--- src/mfq_pkg.sv ---
package mfq_pkg;

  // sizes
  localparam int NTHR = 64;
  localparam int NLEV = 64;
  localparam int TW   = 6;
  localparam int LW   = 6;
  localparam int SW   = 9;
  localparam int TMW  = 17;

  typedef logic [TW-1:0] tid_t;
  typedef logic [LW-1:0] lvl_t;
  typedef logic [SW-1:0] slice_t;

  localparam lvl_t LVL_LAST = LW'(NLEV - 1);
  localparam tid_t TID_LAST = TW'(NTHR - 1);

  // request operation codes
  typedef enum logic [1:0] {
    OP_READY    = 2'd0,
    OP_DISARM   = 2'd1,
    OP_REMOVE   = 2'd2,
    OP_GET_NEXT = 2'd3
  } op_t;

  // result status codes
  localparam logic [1:0] ST_OK        = 2'd0;
  localparam logic [1:0] ST_QUEUED    = 2'd1;
  localparam logic [1:0] ST_NOT_FOUND = 2'd2;

  // config register byte addresses
  localparam logic [3:0] ADDR_INIT_SLICE = 4'd0;
  localparam logic [3:0] ADDR_BOOST_THR  = 4'd4;
  localparam logic [3:0] ADDR_TOP_LEVEL  = 4'd8;

  // datapath steps issued by the controller
  typedef enum logic [4:0] {
    DP_IDLE, DP_LOOK, DP_DEC, DP_PUSH_RD, DP_PUSH_WR,
    DP_UL_A, DP_UL_B, DP_UL_C, DP_UL_D, DP_UL_FIX,
    DP_BS_RD, DP_BS_WR, DP_BL_INIT, DP_BL_T0, DP_BL_RD, DP_BL_WR, DP_BL_END,
    DP_SC, DP_POP_A, DP_POP_B, DP_FIN
  } dp_step_t;

  typedef struct packed {
    dp_step_t step;
    logic     latch;
    logic     load_out;
  } dp_cmd_t;

  typedef struct packed {
    op_t  op;
    logic queued;
    logic known;
    logic has_cur;
    logic boost_now;
    logic boost_pend;
    logic ne_lv;
    logic cur_match;
    logic cur_tail;
    logic cur_last;
    logic lv_last;
    logic pop_last;
    logic out_busy;
  } dp_stat_t;

endpackage

--- src/mfq_ctrl.sv ---
module mfq_ctrl (
  input  logic              clk,
  input  logic              rst,
  input  logic              s_tvalid,
  output logic              s_tready,
  input  mfq_pkg::dp_stat_t stat,
  output mfq_pkg::dp_cmd_t  cmd
);
  import mfq_pkg::*;

  typedef enum logic [20:0] {
    S_IDLE    = 21'h000001,
    S_LOOK    = 21'h000002,
    S_DEC     = 21'h000004,
    S_PUSH_RD = 21'h000008,
    S_PUSH_WR = 21'h000010,
    S_UL_A    = 21'h000020,
    S_UL_B    = 21'h000040,
    S_UL_C    = 21'h000080,
    S_UL_D    = 21'h000100,
    S_UL_FIX  = 21'h000200,
    S_BS_RD   = 21'h000400,
    S_BS_WR   = 21'h000800,
    S_BL_INIT = 21'h001000,
    S_BL_T0   = 21'h002000,
    S_BL_RD   = 21'h004000,
    S_BL_WR   = 21'h008000,
    S_BL_END  = 21'h010000,
    S_SC      = 21'h020000,
    S_POP_A   = 21'h040000,
    S_POP_B   = 21'h080000,
    S_FIN     = 21'h100000
  } state_t;

  state_t state, state_next;

  always_ff @(posedge clk) begin
    if (rst) state <= S_IDLE;
    else     state <= state_next;
  end

  // next state
  always_comb begin
    state_next = state;
    unique case (state)
      S_IDLE:    if (s_tvalid) state_next = S_LOOK;
      S_LOOK:    state_next = S_DEC;
      S_DEC: begin
        case (stat.op)
          OP_READY:  state_next = stat.queued ? S_FIN : S_PUSH_RD;
          OP_DISARM: state_next = stat.queued ? S_UL_A : S_FIN;
          OP_REMOVE: state_next = (stat.known && stat.queued) ? S_UL_A : S_FIN;
          default: begin
            if (stat.has_cur && !stat.queued) state_next = S_PUSH_RD;
            else if (stat.boost_now)          state_next = S_BS_RD;
            else                              state_next = S_SC;
          end
        endcase
      end
      S_PUSH_RD: state_next = S_PUSH_WR;
      S_PUSH_WR: begin
        if (stat.op != OP_GET_NEXT) state_next = S_FIN;
        else if (stat.boost_pend)   state_next = S_BS_RD;
        else                        state_next = S_SC;
      end
      S_UL_A:    state_next = S_UL_B;
      S_UL_B:    state_next = S_UL_C;
      S_UL_C: begin
        if (stat.cur_match)     state_next = S_UL_FIX;
        else if (stat.cur_tail) state_next = S_FIN;
        else                    state_next = S_UL_D;
      end
      S_UL_D:    state_next = S_UL_C;
      S_UL_FIX:  state_next = S_FIN;
      S_BS_RD:   state_next = S_BS_WR;
      S_BS_WR:   state_next = stat.cur_last ? S_BL_INIT : S_BS_RD;
      S_BL_INIT: state_next = S_BL_T0;
      S_BL_T0:   state_next = S_BL_RD;
      S_BL_RD: begin
        if (stat.ne_lv)        state_next = S_BL_WR;
        else if (stat.lv_last) state_next = S_BL_END;
      end
      S_BL_WR:   state_next = stat.lv_last ? S_BL_END : S_BL_RD;
      S_BL_END:  state_next = S_SC;
      S_SC: begin
        if (stat.ne_lv)        state_next = S_POP_A;
        else if (stat.lv_last) state_next = S_FIN;
      end
      S_POP_A:   state_next = stat.pop_last ? S_FIN : S_POP_B;
      S_POP_B:   state_next = S_FIN;
      S_FIN:     if (!stat.out_busy) state_next = S_IDLE;
      default:   state_next = S_IDLE;
    endcase
  end

  // command to the datapath
  always_comb begin
    cmd.latch    = (state == S_IDLE) && s_tvalid;
    cmd.load_out = (state == S_FIN) && !stat.out_busy;
    unique case (state)
      S_IDLE:    cmd.step = DP_IDLE;
      S_LOOK:    cmd.step = DP_LOOK;
      S_DEC:     cmd.step = DP_DEC;
      S_PUSH_RD: cmd.step = DP_PUSH_RD;
      S_PUSH_WR: cmd.step = DP_PUSH_WR;
      S_UL_A:    cmd.step = DP_UL_A;
      S_UL_B:    cmd.step = DP_UL_B;
      S_UL_C:    cmd.step = DP_UL_C;
      S_UL_D:    cmd.step = DP_UL_D;
      S_UL_FIX:  cmd.step = DP_UL_FIX;
      S_BS_RD:   cmd.step = DP_BS_RD;
      S_BS_WR:   cmd.step = DP_BS_WR;
      S_BL_INIT: cmd.step = DP_BL_INIT;
      S_BL_T0:   cmd.step = DP_BL_T0;
      S_BL_RD:   cmd.step = DP_BL_RD;
      S_BL_WR:   cmd.step = DP_BL_WR;
      S_BL_END:  cmd.step = DP_BL_END;
      S_SC:      cmd.step = DP_SC;
      S_POP_A:   cmd.step = DP_POP_A;
      S_POP_B:   cmd.step = DP_POP_B;
      S_FIN:     cmd.step = DP_FIN;
      default:   cmd.step = DP_IDLE;
    endcase
  end

  assign s_tready = (state == S_IDLE);

endmodule

--- src/mfq_dpath.sv ---
module mfq_dpath (
  input  logic              clk,
  input  logic              rst,
  input  mfq_pkg::dp_cmd_t  cmd,
  output mfq_pkg::dp_stat_t stat,
  input  logic [1:0]        operation,
  input  logic [5:0]        thread_id,
  input  logic              is_new,
  input  logic              has_current,
  input  logic              preemptive,
  input  logic [7:0]        initial_slice,
  input  logic [15:0]       boost_threshold,
  input  logic [5:0]        top_normal_level,
  input  logic              out_ready,
  output logic              out_valid,
  output logic              next_valid,
  output logic [5:0]        next_thread,
  output logic [1:0]        status,
  output logic              boosted
);
  import mfq_pkg::*;

  // latched request
  op_t  op_q;
  tid_t tid;
  logic fresh, hc, pre;

  // walk registers
  lvl_t lv;
  tid_t cur, prev, tail, t0;
  logic has_prev, boost_p;
  logic [TMW-1:0] timer;

  // result being built
  logic       res_nv, res_bo;
  tid_t       res_nt;
  logic [1:0] res_st;

  // flag vectors
  logic [NTHR-1:0] known, queued, tv;
  logic [NLEV-1:0] ne;

  // memories
  lvl_t   lvl_mem [NTHR];
  slice_t slc_mem [NTHR];
  tid_t   nxt_mem [NTHR];
  tid_t   hd_mem  [NLEV];
  tid_t   tl_mem  [NLEV];

  lvl_t   lvl_raw, lvl_q;
  slice_t slc_raw, slc_q;
  logic   tv_q;
  tid_t   nxt_q, hd_q, tl_q;

  tid_t   lvl_ra, nxt_ra;
  logic   lvl_we, nxt_we, hd_we, tl_we;
  tid_t   lvl_wa, nxt_wa;
  lvl_t   hd_wa, tl_wa;
  lvl_t   lvl_wd;
  slice_t slc_wd;
  tid_t   nxt_wd, hd_wd, tl_wd;

  logic           can_dem, push_need, boost_now, ul_last;
  lvl_t           new_lv;
  slice_t         dem_slice, slice_add;
  logic [TMW-1:0] sum;

  // tables read as zero until written
  assign lvl_q = tv_q ? lvl_raw : '0;
  assign slc_q = tv_q ? slc_raw : '0;

  // demotion and boost timer
  assign new_lv    = lvl_q + 1'b1;
  assign can_dem   = pre && (lvl_q < top_normal_level) && (lvl_q != LVL_LAST);
  assign dem_slice = SW'({new_lv, 1'b0}) + SW'(initial_slice);
  assign push_need = hc && !queued[tid];
  assign slice_add = hc ? slc_q : SW'(initial_slice);
  assign sum       = timer + TMW'(slice_add);
  assign boost_now = (sum >= TMW'(boost_threshold));
  assign ul_last   = (tail == tid);

  assign lvl_ra = (cmd.step == DP_BS_RD) ? cur : tid;
  assign nxt_ra = (cmd.step == DP_POP_A) ? hd_q : cur;

  // memory write selection
  always_comb begin
    lvl_we = 1'b0; lvl_wa = tid; lvl_wd = '0; slc_wd = '0;
    nxt_we = 1'b0; nxt_wa = prev; nxt_wd = nxt_q;
    hd_we  = 1'b0; hd_wa = lv; hd_wd = nxt_q;
    tl_we  = 1'b0; tl_wa = lv; tl_wd = tid;
    case (cmd.step)
      DP_DEC: begin
        case (op_q)
          OP_READY: if (!queued[tid] && fresh) begin
            lvl_we = 1'b1; slc_wd = SW'(initial_slice);
          end
          OP_REMOVE: if (known[tid]) lvl_we = 1'b1;
          OP_GET_NEXT: if (push_need && can_dem) begin
            lvl_we = 1'b1; lvl_wd = new_lv; slc_wd = dem_slice;
          end
          default: ;
        endcase
      end
      DP_PUSH_WR: begin
        if (ne[lv]) begin
          nxt_we = 1'b1; nxt_wa = tl_q; nxt_wd = tid;
        end else begin
          hd_we = 1'b1; hd_wd = tid;
        end
        tl_we = 1'b1;
      end
      DP_UL_FIX: begin
        if (!has_prev) begin
          hd_we = !ul_last;
        end else if (ul_last) begin
          tl_we = 1'b1; tl_wd = prev;
        end else begin
          nxt_we = 1'b1;
        end
      end
      DP_BS_WR: if (queued[cur] && lvl_q != '0) begin
        lvl_we = 1'b1; lvl_wa = cur; slc_wd = SW'(initial_slice);
      end
      DP_BL_WR: begin
        if (ne[0]) begin
          nxt_we = 1'b1; nxt_wa = t0; nxt_wd = hd_q;
        end else begin
          hd_we = 1'b1; hd_wa = '0; hd_wd = hd_q;
        end
      end
      DP_BL_END: begin
        tl_we = ne[0]; tl_wa = '0; tl_wd = t0;
      end
      DP_POP_B: hd_we = 1'b1;
      default: ;
    endcase
  end

  // memories
  always_ff @(posedge clk) begin
    if (lvl_we) begin
      lvl_mem[lvl_wa] <= lvl_wd;
      slc_mem[lvl_wa] <= slc_wd;
    end
    lvl_raw <= lvl_mem[lvl_ra];
    slc_raw <= slc_mem[lvl_ra];
  end

  always_ff @(posedge clk) begin
    if (nxt_we) nxt_mem[nxt_wa] <= nxt_wd;
    nxt_q <= nxt_mem[nxt_ra];
  end

  always_ff @(posedge clk) begin
    if (hd_we) hd_mem[hd_wa] <= hd_wd;
    hd_q <= hd_mem[lv];
  end

  always_ff @(posedge clk) begin
    if (tl_we) tl_mem[tl_wa] <= tl_wd;
    tl_q <= tl_mem[lv];
  end

  // control flags
  always_ff @(posedge clk) begin
    if (rst) begin
      known     <= '0;
      queued    <= '0;
      tv        <= '0;
      ne        <= '0;
      timer     <= '0;
      out_valid <= 1'b0;
      tv_q      <= 1'b0;
    end else begin
      tv_q <= tv[lvl_ra];
      if (lvl_we) tv[lvl_wa] <= 1'b1;
      case (cmd.step)
        DP_DEC: begin
          case (op_q)
            OP_READY:    if (!queued[tid]) known[tid] <= 1'b1;
            OP_REMOVE:   known[tid] <= 1'b0;
            OP_GET_NEXT: begin
              if (push_need) known[tid] <= 1'b1;
              timer <= boost_now ? '0 : sum;
            end
            default: ;
          endcase
        end
        DP_PUSH_WR: begin
          queued[tid] <= 1'b1;
          ne[lv]      <= 1'b1;
        end
        DP_UL_FIX: begin
          queued[tid] <= 1'b0;
          if (!has_prev && ul_last) ne[lv] <= 1'b0;
        end
        DP_BL_WR: begin
          ne[lv] <= 1'b0;
          ne[0]  <= 1'b1;
        end
        DP_POP_A: begin
          queued[hd_q] <= 1'b0;
          if (hd_q == tl_q) ne[lv] <= 1'b0;
        end
        default: ;
      endcase
      if (cmd.load_out)   out_valid <= 1'b1;
      else if (out_ready) out_valid <= 1'b0;
    end
  end

  // payload registers
  always_ff @(posedge clk) begin
    if (cmd.latch) begin
      op_q   <= op_t'(operation);
      tid    <= thread_id;
      fresh  <= is_new;
      hc     <= has_current;
      pre    <= preemptive;
      res_nv <= 1'b0;
      res_nt <= '0;
      res_st <= ST_OK;
      res_bo <= 1'b0;
    end
    case (cmd.step)
      DP_DEC: begin
        cur <= '0;
        case (op_q)
          OP_READY: begin
            if (queued[tid]) res_st <= ST_QUEUED;
            lv <= fresh ? '0 : lvl_q;
          end
          OP_DISARM: begin
            if (!queued[tid]) res_st <= ST_NOT_FOUND;
            lv <= lvl_q;
          end
          OP_REMOVE: begin
            if (!known[tid]) res_st <= ST_NOT_FOUND;
            lv <= lvl_q;
          end
          default: begin
            res_bo  <= boost_now;
            boost_p <= boost_now;
            if (hc && queued[tid]) res_st <= ST_QUEUED;
            lv <= push_need ? (can_dem ? new_lv : lvl_q) : '0;
          end
        endcase
      end
      DP_PUSH_WR: begin
        lv  <= '0;
        cur <= '0;
      end
      DP_UL_B: begin
        cur      <= hd_q;
        tail     <= tl_q;
        has_prev <= 1'b0;
      end
      DP_UL_C: if (cur != tid) begin
        prev     <= cur;
        has_prev <= 1'b1;
      end
      DP_UL_D: cur <= nxt_q;
      DP_BS_WR: begin
        cur <= cur + 1'b1;
        lv  <= '0;
      end
      DP_BL_T0: begin
        t0 <= tl_q;
        lv <= LW'(1);
      end
      DP_BL_RD: if (!ne[lv]) lv <= lv + 1'b1;
      DP_BL_WR: begin
        t0 <= tl_q;
        lv <= lv + 1'b1;
      end
      DP_BL_END: lv <= '0;
      DP_SC:     if (!ne[lv]) lv <= lv + 1'b1;
      DP_POP_A: begin
        res_nv <= 1'b1;
        res_nt <= hd_q;
      end
      default: ;
    endcase
    if (cmd.load_out) begin
      next_valid  <= res_nv;
      next_thread <= res_nt;
      status      <= res_st;
      boosted     <= res_bo;
    end
  end

  // status to the controller
  always_comb begin
    stat.op         = op_q;
    stat.queued     = queued[tid];
    stat.known      = known[tid];
    stat.has_cur    = hc;
    stat.boost_now  = boost_now;
    stat.boost_pend = boost_p;
    stat.ne_lv      = ne[lv];
    stat.cur_match  = (cur == tid);
    stat.cur_tail   = (cur == tail);
    stat.cur_last   = (cur == TID_LAST);
    stat.lv_last    = (lv == LVL_LAST);
    stat.pop_last   = (hd_q == tl_q);
    stat.out_busy   = out_valid && !out_ready;
  end

endmodule

--- src/multilevel_feedback_queue_scheduler_top.sv ---
// Multilevel feedback queue scheduler for 64 threads and 64 levels, one request
// at a time. A request enters on the s_ side when s_tready is high and gives one
// result on the m_ side; the result register lets the next request enter while
// the last result waits. A get next scans the levels for the first one that is
// not empty; disarm and remove walk the level's linked list to find the target;
// a get next that boosts adds a sweep of the thread table and splices the queues
// of the higher levels onto level 0. The link, head and tail memories have
// registered reads, with separate read and write addresses. Registers:
// initial_slice at 0x0, boost_threshold at 0x4, top_normal_level at 0x8;
// write them only while idle.
module multilevel_feedback_queue_scheduler_top (
  input  logic        clk,
  input  logic        rst,
  input  logic        s_tvalid,
  output logic        s_tready,
  input  logic [15:0] s_tdata,  // operation, thread_id, is_new, has_current, preemptive
  output logic        m_tvalid,
  input  logic        m_tready,
  output logic [15:0] m_tdata,  // next_valid, next_thread, status, boosted
  input  logic        psel,
  input  logic        penable,
  input  logic        pwrite,
  input  logic [3:0]  paddr,
  input  logic [31:0] pwdata,
  output logic [31:0] prdata,
  output logic        pready
);
  import mfq_pkg::*;

  logic [7:0]  initial_slice;
  logic [15:0] boost_threshold;
  logic [5:0]  top_normal_level;
  logic [3:0]  reg_addr;
  logic        next_valid, boosted;
  logic [5:0]  next_thread;
  logic [1:0]  status;
  dp_cmd_t     cmd;
  dp_stat_t    stat;

  assign pready   = 1'b1;
  assign reg_addr = {paddr[3:2], 2'b00};

  // config register writes
  always_ff @(posedge clk) begin
    if (rst) begin
      initial_slice    <= 8'd10;
      boost_threshold  <= 16'd1000;
      top_normal_level <= 6'd60;
    end else if (psel && penable && pwrite && pready) begin
      unique case (reg_addr)
        ADDR_INIT_SLICE: initial_slice    <= pwdata[7:0];
        ADDR_BOOST_THR:  boost_threshold  <= pwdata[15:0];
        ADDR_TOP_LEVEL:  top_normal_level <= pwdata[5:0];
        default: ;
      endcase
    end
  end

  // config readback
  always_comb begin
    unique case (reg_addr)
      ADDR_INIT_SLICE: prdata = {24'd0, initial_slice};
      ADDR_BOOST_THR:  prdata = {16'd0, boost_threshold};
      ADDR_TOP_LEVEL:  prdata = {26'd0, top_normal_level};
      default:         prdata = '0;
    endcase
  end

  mfq_ctrl u_ctrl (
    .clk      (clk),
    .rst      (rst),
    .s_tvalid (s_tvalid),
    .s_tready (s_tready),
    .stat     (stat),
    .cmd      (cmd)
  );

  mfq_dpath u_dpath (
    .clk              (clk),
    .rst              (rst),
    .cmd              (cmd),
    .stat             (stat),
    .operation        (s_tdata[1:0]),
    .thread_id        (s_tdata[7:2]),
    .is_new           (s_tdata[8]),
    .has_current      (s_tdata[9]),
    .preemptive       (s_tdata[10]),
    .initial_slice    (initial_slice),
    .boost_threshold  (boost_threshold),
    .top_normal_level (top_normal_level),
    .out_ready        (m_tready),
    .out_valid        (m_tvalid),
    .next_valid       (next_valid),
    .next_thread      (next_thread),
    .status           (status),
    .boosted          (boosted)
  );

  assign m_tdata = {6'd0, boosted, status, next_thread, next_valid};

endmodule
--- config.mk ---
export PLATFORM = sky130hd
export DESIGN_NAME = multilevel_feedback_queue_scheduler_top
export DESIGN_NICKNAME = d
export VERILOG_FILES = /design/src/mfq_pkg.sv /design/src/mfq_ctrl.sv /design/src/mfq_dpath.sv /design/src/multilevel_feedback_queue_scheduler_top.sv
export SDC_FILE = /design/constraint.sdc
export NUM_CORES = 2
export LEC_CHECK = 0
export BUFFER_PORTS_ARGS = -buffer_cell sky130_fd_sc_hd__clkbuf_2
export CAP_MARGIN = 20
export CORE_ASPECT_RATIO = 1.75
export CORE_MARGIN = 4
export CORE_UTILIZATION = 40
export DETAILED_ROUTE_END_ITERATION = 6
export GPL_TIMING_DRIVEN = 1
export HOLD_SLACK_MARGIN = 0.02
export PLACE_DENSITY = 0.53
export SLEW_MARGIN = 20
export SYNTH_ARGS = -nofsm -noshare
export SYNTH_HDL_FRONTEND = slang
export SYNTH_HIERARCHICAL = 1
export SYNTH_SLANG_ARGS = --single-unit
--- constraint.sdc ---
create_clock -name clk -period 9.2 [get_ports clk]
set_clock_uncertainty 0.15 [all_clocks]
set_input_delay 0.92 -clock clk [delete_from_list [all_inputs] [get_ports clk]]
set_output_delay 0.92 -clock clk [all_outputs]
set_load 0.01 [all_outputs]
==> summary.txt <==
Outcome
  • Run status: completed

Synth
  • Share of synthesized area occupied by flip-flops and latches: 69.6%
  • Netlist area before placement: 0.104 sq mm
  • FF+latch count, synth: 2534
  • Distinct cell type count of the synthesized netlist: 105
  • Number of flops mapped to enable cells by yosys: 2171
  • Main combinational cell family by area after synthesis: simple AND/OR/NAND/NOR gates
  • Multiplexer area fraction after synthesis: 4.15%
  • Share of synthesized cell area in full adder, half adder and majority cells: 0.567%
  • Xor/xnor share of the synthesized area: 0.530%
  • Main synth FF type: sky130_fd_sc_hd__edfxtp_1
  • Post-synth ARST share: 0%
  • Number of instances in the synthesized netlist: 7799
  • Synthesized area divided by synthesized cell count: 13.3 sq um
  • Count of warnings emitted by yosys: 6
  • Simple-gate share of the synthesized area: 11.8%
  • Share of the synthesized area in compound gates (AO/OA/AOI/OAI): 10.5%

Place
  • Post-DP HPWL: 202000 microns
  • Pre-CTS setup slack: 1.76 ns
  • Standard cell area after detailed placement: 0.109 sq mm
  • Final weighted congestion of routability-driven global placement: 0.891
  • Total instance count after detailed placement: 10900
  • Number of buffers inserted by port buffering: 63

Floorplan
  • Initial core utilization: 40.2%
  • Die boundary width: 394 microns
  • Die height: 683 microns
  • Standard-cell row count: 247
  • Core box area: 0.259 sq mm
  • Die area: 0.269 sq mm
  • Ports placed on the boundary: 110

Power and ir drop
  • Reported leakage power: 38.0 nW
  • Ratio of total power to cell area: 203 mW/mm^2
  • Maximum VDD drop: 207 uV

Cells and area
  • Synth-to-layout area growth: 11.8%
  • Final Net Count: 7891
  • Final standard cell area without fillers: 0.116 sq mm
  • Fraction of layout cells with a size suffix above 1: 12.4%
  • Number of filler instances in the final layout: 23200
  • Cell Count, Final, Fillers Out: 11300

Worst hold path
  • Class of the tightest hold or removal check: in2reg

Route
  • DR iter-0 viols: 6030
  • Wire length per cell: 27.9 microns
  • Antenna Violating Nets Remaining: 0
  • Number of vias after detailed routing: 66800
  • Residual DRC count: 0
  • Total detailed-routing wirelength: 316000 microns
  • DR pass1 iterations: 6
  • Vias per cell: 5.89

Setup path
  • Sort of element at the end of the critical path: flip-flop
  • Kind of launch point of the worst setup path: flip-flop
  • Required time of the worst setup path: 9.62 ns
  • CP Max Fanout: 22
  • Worst R2R Setup Slack: 1.67 ns
  • Arrival time of the worst setup path: 7.95 ns
  • Crit path kind: reg2reg

GRT
  • Global-route wire length before repair: 460000 microns
  • Antenna violations before repair: 5
  • Global routing usage on met1: 25.8%
  • Largest net degree at the start of global routing: 194
  • Grt met2 use: 42.0%
  • Number of global-route vias before repair: 66300
  • Met3 track demand over resource: 2.63%
  • Peak-usage layer in the global routing report: met2
  • Global Route Usage Sum: 22.9%
  • Overall overflow remaining after global route: 0

STA
  • Sum of negative setup slack: 0 ns
  • Worst setup margin: 1.67 ns
  • Relative slew slack: 13.4%
  • Share of the clock period used by the worst path: 81.8%
  • Number of max-slew violations in the final report: 0
  • Worst hold margin: 0.0840 ns
  • Final hold violations: 0
  • Actual slew at the worst max-slew pin: 1.30 ns
  • Min Clock Period, post-route: 7.53 ns
  • Final setup violation count: 0
  • Peak clock frequency supported by timing: 133 MHz
  • RSZ-0062 raised after global routing: false

CTS
  • Clock buffer count from CTS: 232
  • Clock root cell: sky130_fd_sc_hd__clkbuf_16
  • Skew-Pair Late Insertion Delay: 0.92 ns
  • Count of buffers added by post-CTS timing repair for setup: 0
  • Max H-tree Level: 4
  • Post-CTS clock slew at the launch and capture registers of the worst setup and hold paths: 0.07 ns
  • Number of instances resized during post-cts repair: 0
  • Number of buffers inserted for hold repair after clock tree synthesis: 5
  • Number of clock sinks seen by CTS: 2534
  • Clock tree from TritonCTS: yes
  • Maximum buffer depth of the clock tree: 4

Job
  • Max-capacitance violation count: 0
## worst max-delay path: stages (launching register included)
cell and delay, ns:
sky130_fd_sc_hd__dfxtp_1 0.38, sky130_fd_sc_hd__nor4_1 0.85, sky130_fd_sc_hd__nand3_1 0.33, sky130_fd_sc_hd__or2_1 0.42, sky130_fd_sc_hd__o41ai_1 0.51, sky130_fd_sc_hd__a211o_1 0.66
sky130_fd_sc_hd__nand2_1 0.38, sky130_fd_sc_hd__a211oi_1 0.80, sky130_fd_sc_hd__nand2_1 0.11, sky130_fd_sc_hd__a31oi_1 0.32, sky130_fd_sc_hd__a31o_2 0.39, sky130_fd_sc_hd__inv_1 0.24
sky130_fd_sc_hd__a21oi_2 0.91, sky130_fd_sc_hd__nor2_1 0.38, sky130_fd_sc_hd__buf_4 0.32
## flip-flops by register name (all words and copies together), names as in the netlist, 8 cells and up, named ones only
signal	count
u_dpath/slc_mem	576
u_dpath/ne	64
u_dpath/tl_mem	384
u_ctrl/state	21
u_dpath/timer	17
u_dpath/slc_raw	9
initial_slice	8
u_dpath/queued	64
u_dpath/hd_mem	384
boost_threshold	16
u_dpath/tv	64
u_dpath/nxt_mem	384
u_dpath/lvl_mem	384
## cell families after synthesis
logic type,after synthesis
and+or+nand+nor,2691
DFF,2534
AOI/OAI and AO/OA,1522
buffers and inverters,696
muxes,245
xor gates and xnor gates,63
adders and majority gates,46
other,2
## power breakdown
group          internal, mW  switching (mW)  total (mW)
combinational         0.393            1.05        1.45
sequential             12.4          0.0805        12.5
clock                  5.42            4.28        9.70
## stage by stage
step	total power, mW	util [%]
4_1_cts	23.8	44.9
3_5_place_dp	14.2	42.0
2_1_floorplan	13.5	-
6_report	23.6	44.9
5_1_grt	24.4	44.9
3_3_place_gp	14.2	42.0
## cells in the mapped netlist (17+ instances only)
cell                        count  share of area (%)
sky130_fd_sc_hd__o21ba_2       31               0.30
sky130_fd_sc_hd__o22ai_1       44               0.26
sky130_fd_sc_hd__and2_1        35               0.21
sky130_fd_sc_hd__a221oi_1      90               0.76
sky130_fd_sc_hd__and3_1       133               0.80
sky130_fd_sc_hd__nor3_2        20               0.19
sky130_fd_sc_hd__o221ai_1      39               0.33
sky130_fd_sc_hd__a21oi_1      238                1.1
sky130_fd_sc_hd__xor2_1        26               0.22
sky130_fd_sc_hd__clkbuf_1     425                1.5
sky130_fd_sc_hd__inv_1        115               0.41
sky130_fd_sc_hd__a31oi_1      172                1.0
sky130_fd_sc_hd__edfxtp_1    2171                 63
sky130_fd_sc_hd__mux2i_1       89               0.86
sky130_fd_sc_hd__nor4_1        27               0.16
sky130_fd_sc_hd__a21o_1        17               0.12
sky130_fd_sc_hd__dfxtp_1      363                7.0
sky130_fd_sc_hd__nor2_1       482                1.7
sky130_fd_sc_hd__a41oi_1       33               0.28
sky130_fd_sc_hd__nor2b_1       38               0.23
sky130_fd_sc_hd__buf_1         50               0.18
sky130_fd_sc_hd__a22o_1        68               0.57
sky130_fd_sc_hd__nand3b_1      18               0.13
sky130_fd_sc_hd__ha_1          44               0.53
sky130_fd_sc_hd__mux4_2       149                3.2
sky130_fd_sc_hd__buf_2         63               0.30
sky130_fd_sc_hd__nand2b_1      56               0.34
sky130_fd_sc_hd__nand2_1     1132                4.1
sky130_fd_sc_hd__buf_4         34               0.25
sky130_fd_sc_hd__a32oi_1       37               0.31
sky130_fd_sc_hd__nand3_1      522                2.5
sky130_fd_sc_hd__a211oi_1      94               0.68
sky130_fd_sc_hd__a22oi_1      361                2.6
sky130_fd_sc_hd__nor3b_1       18               0.13
sky130_fd_sc_hd__xnor2_1       37               0.31
sky130_fd_sc_hd__a32o_1        31               0.30
sky130_fd_sc_hd__nor3_1        88               0.42
sky130_fd_sc_hd__nand4_1       45               0.27
sky130_fd_sc_hd__o21ai_0      118               0.57
sky130_fd_sc_hd__a2111oi_0     29               0.24
sky130_fd_sc_hd__a221o_1       19               0.18
## cell usage in the layout (no fill, tap or decap), types with 43 or more instances in the layout
cell / instances
sky130_fd_sc_hd__a211oi_1: 91
sky130_fd_sc_hd__a21oi_1: 235
sky130_fd_sc_hd__a221oi_1: 89
sky130_fd_sc_hd__a22o_1: 66
sky130_fd_sc_hd__a22oi_1: 361
sky130_fd_sc_hd__a31oi_1: 170
sky130_fd_sc_hd__and3_1: 132
sky130_fd_sc_hd__buf_4: 228
sky130_fd_sc_hd__clkbuf_1: 45
sky130_fd_sc_hd__clkbuf_16: 235
sky130_fd_sc_hd__clkbuf_2: 62
sky130_fd_sc_hd__clkinv_1: 48
sky130_fd_sc_hd__clkinv_2: 51
sky130_fd_sc_hd__dfxtp_1: 363
sky130_fd_sc_hd__edfxtp_1: 2171
sky130_fd_sc_hd__ha_1: 43
sky130_fd_sc_hd__inv_1: 109
sky130_fd_sc_hd__mux2i_1: 88
sky130_fd_sc_hd__mux4_2: 149
sky130_fd_sc_hd__nand2_1: 1120
sky130_fd_sc_hd__nand2b_1: 54
sky130_fd_sc_hd__nand3_1: 522
sky130_fd_sc_hd__nand4_1: 45
sky130_fd_sc_hd__nor2_1: 466
sky130_fd_sc_hd__nor3_1: 68
sky130_fd_sc_hd__o21ai_0: 112
sky130_fd_sc_hd__o22ai_1: 44
## per-layer routing
| metal | vias up | share of wire (%) |
|---|---|---|
| met5 | - | 0.0041 |
| met4 | 2 | 6.4 |
| met2 | 2321 | 53 |
| li1 | 29800 | - |
| met1 | 34000 | 36 |
| met3 | 762 | 5.0 |
## final timing paths
path,startpoint,end,cells past startpoint
worst max register to register,u_ctrl/state[8],u_dpath/lvl_mem[54][3],14
worst min-delay path,s_tdata[2],u_dpath/tid[0],1
worst min register to register,u_dpath/res_nt[4],u_dpath/next_thread[4],0
worst max-delay path,u_ctrl/state[8],u_dpath/lvl_mem[54][3],14
## layout make-up
cell class,instances,area (sq um),area share (%)
diodes,3,7.51,0.00645
clock inverters,128,1250,1.08
clock buffers,295,6260,5.38
inverters,117,445,0.383
repair buffers,311,2390,2.05
well taps,3361,4210,3.61
multi-input cells,4590,29300,25.2
flip-flops and latches,2534,72500,62.3
No activity file was read; power rests on OpenSTA's default activity.
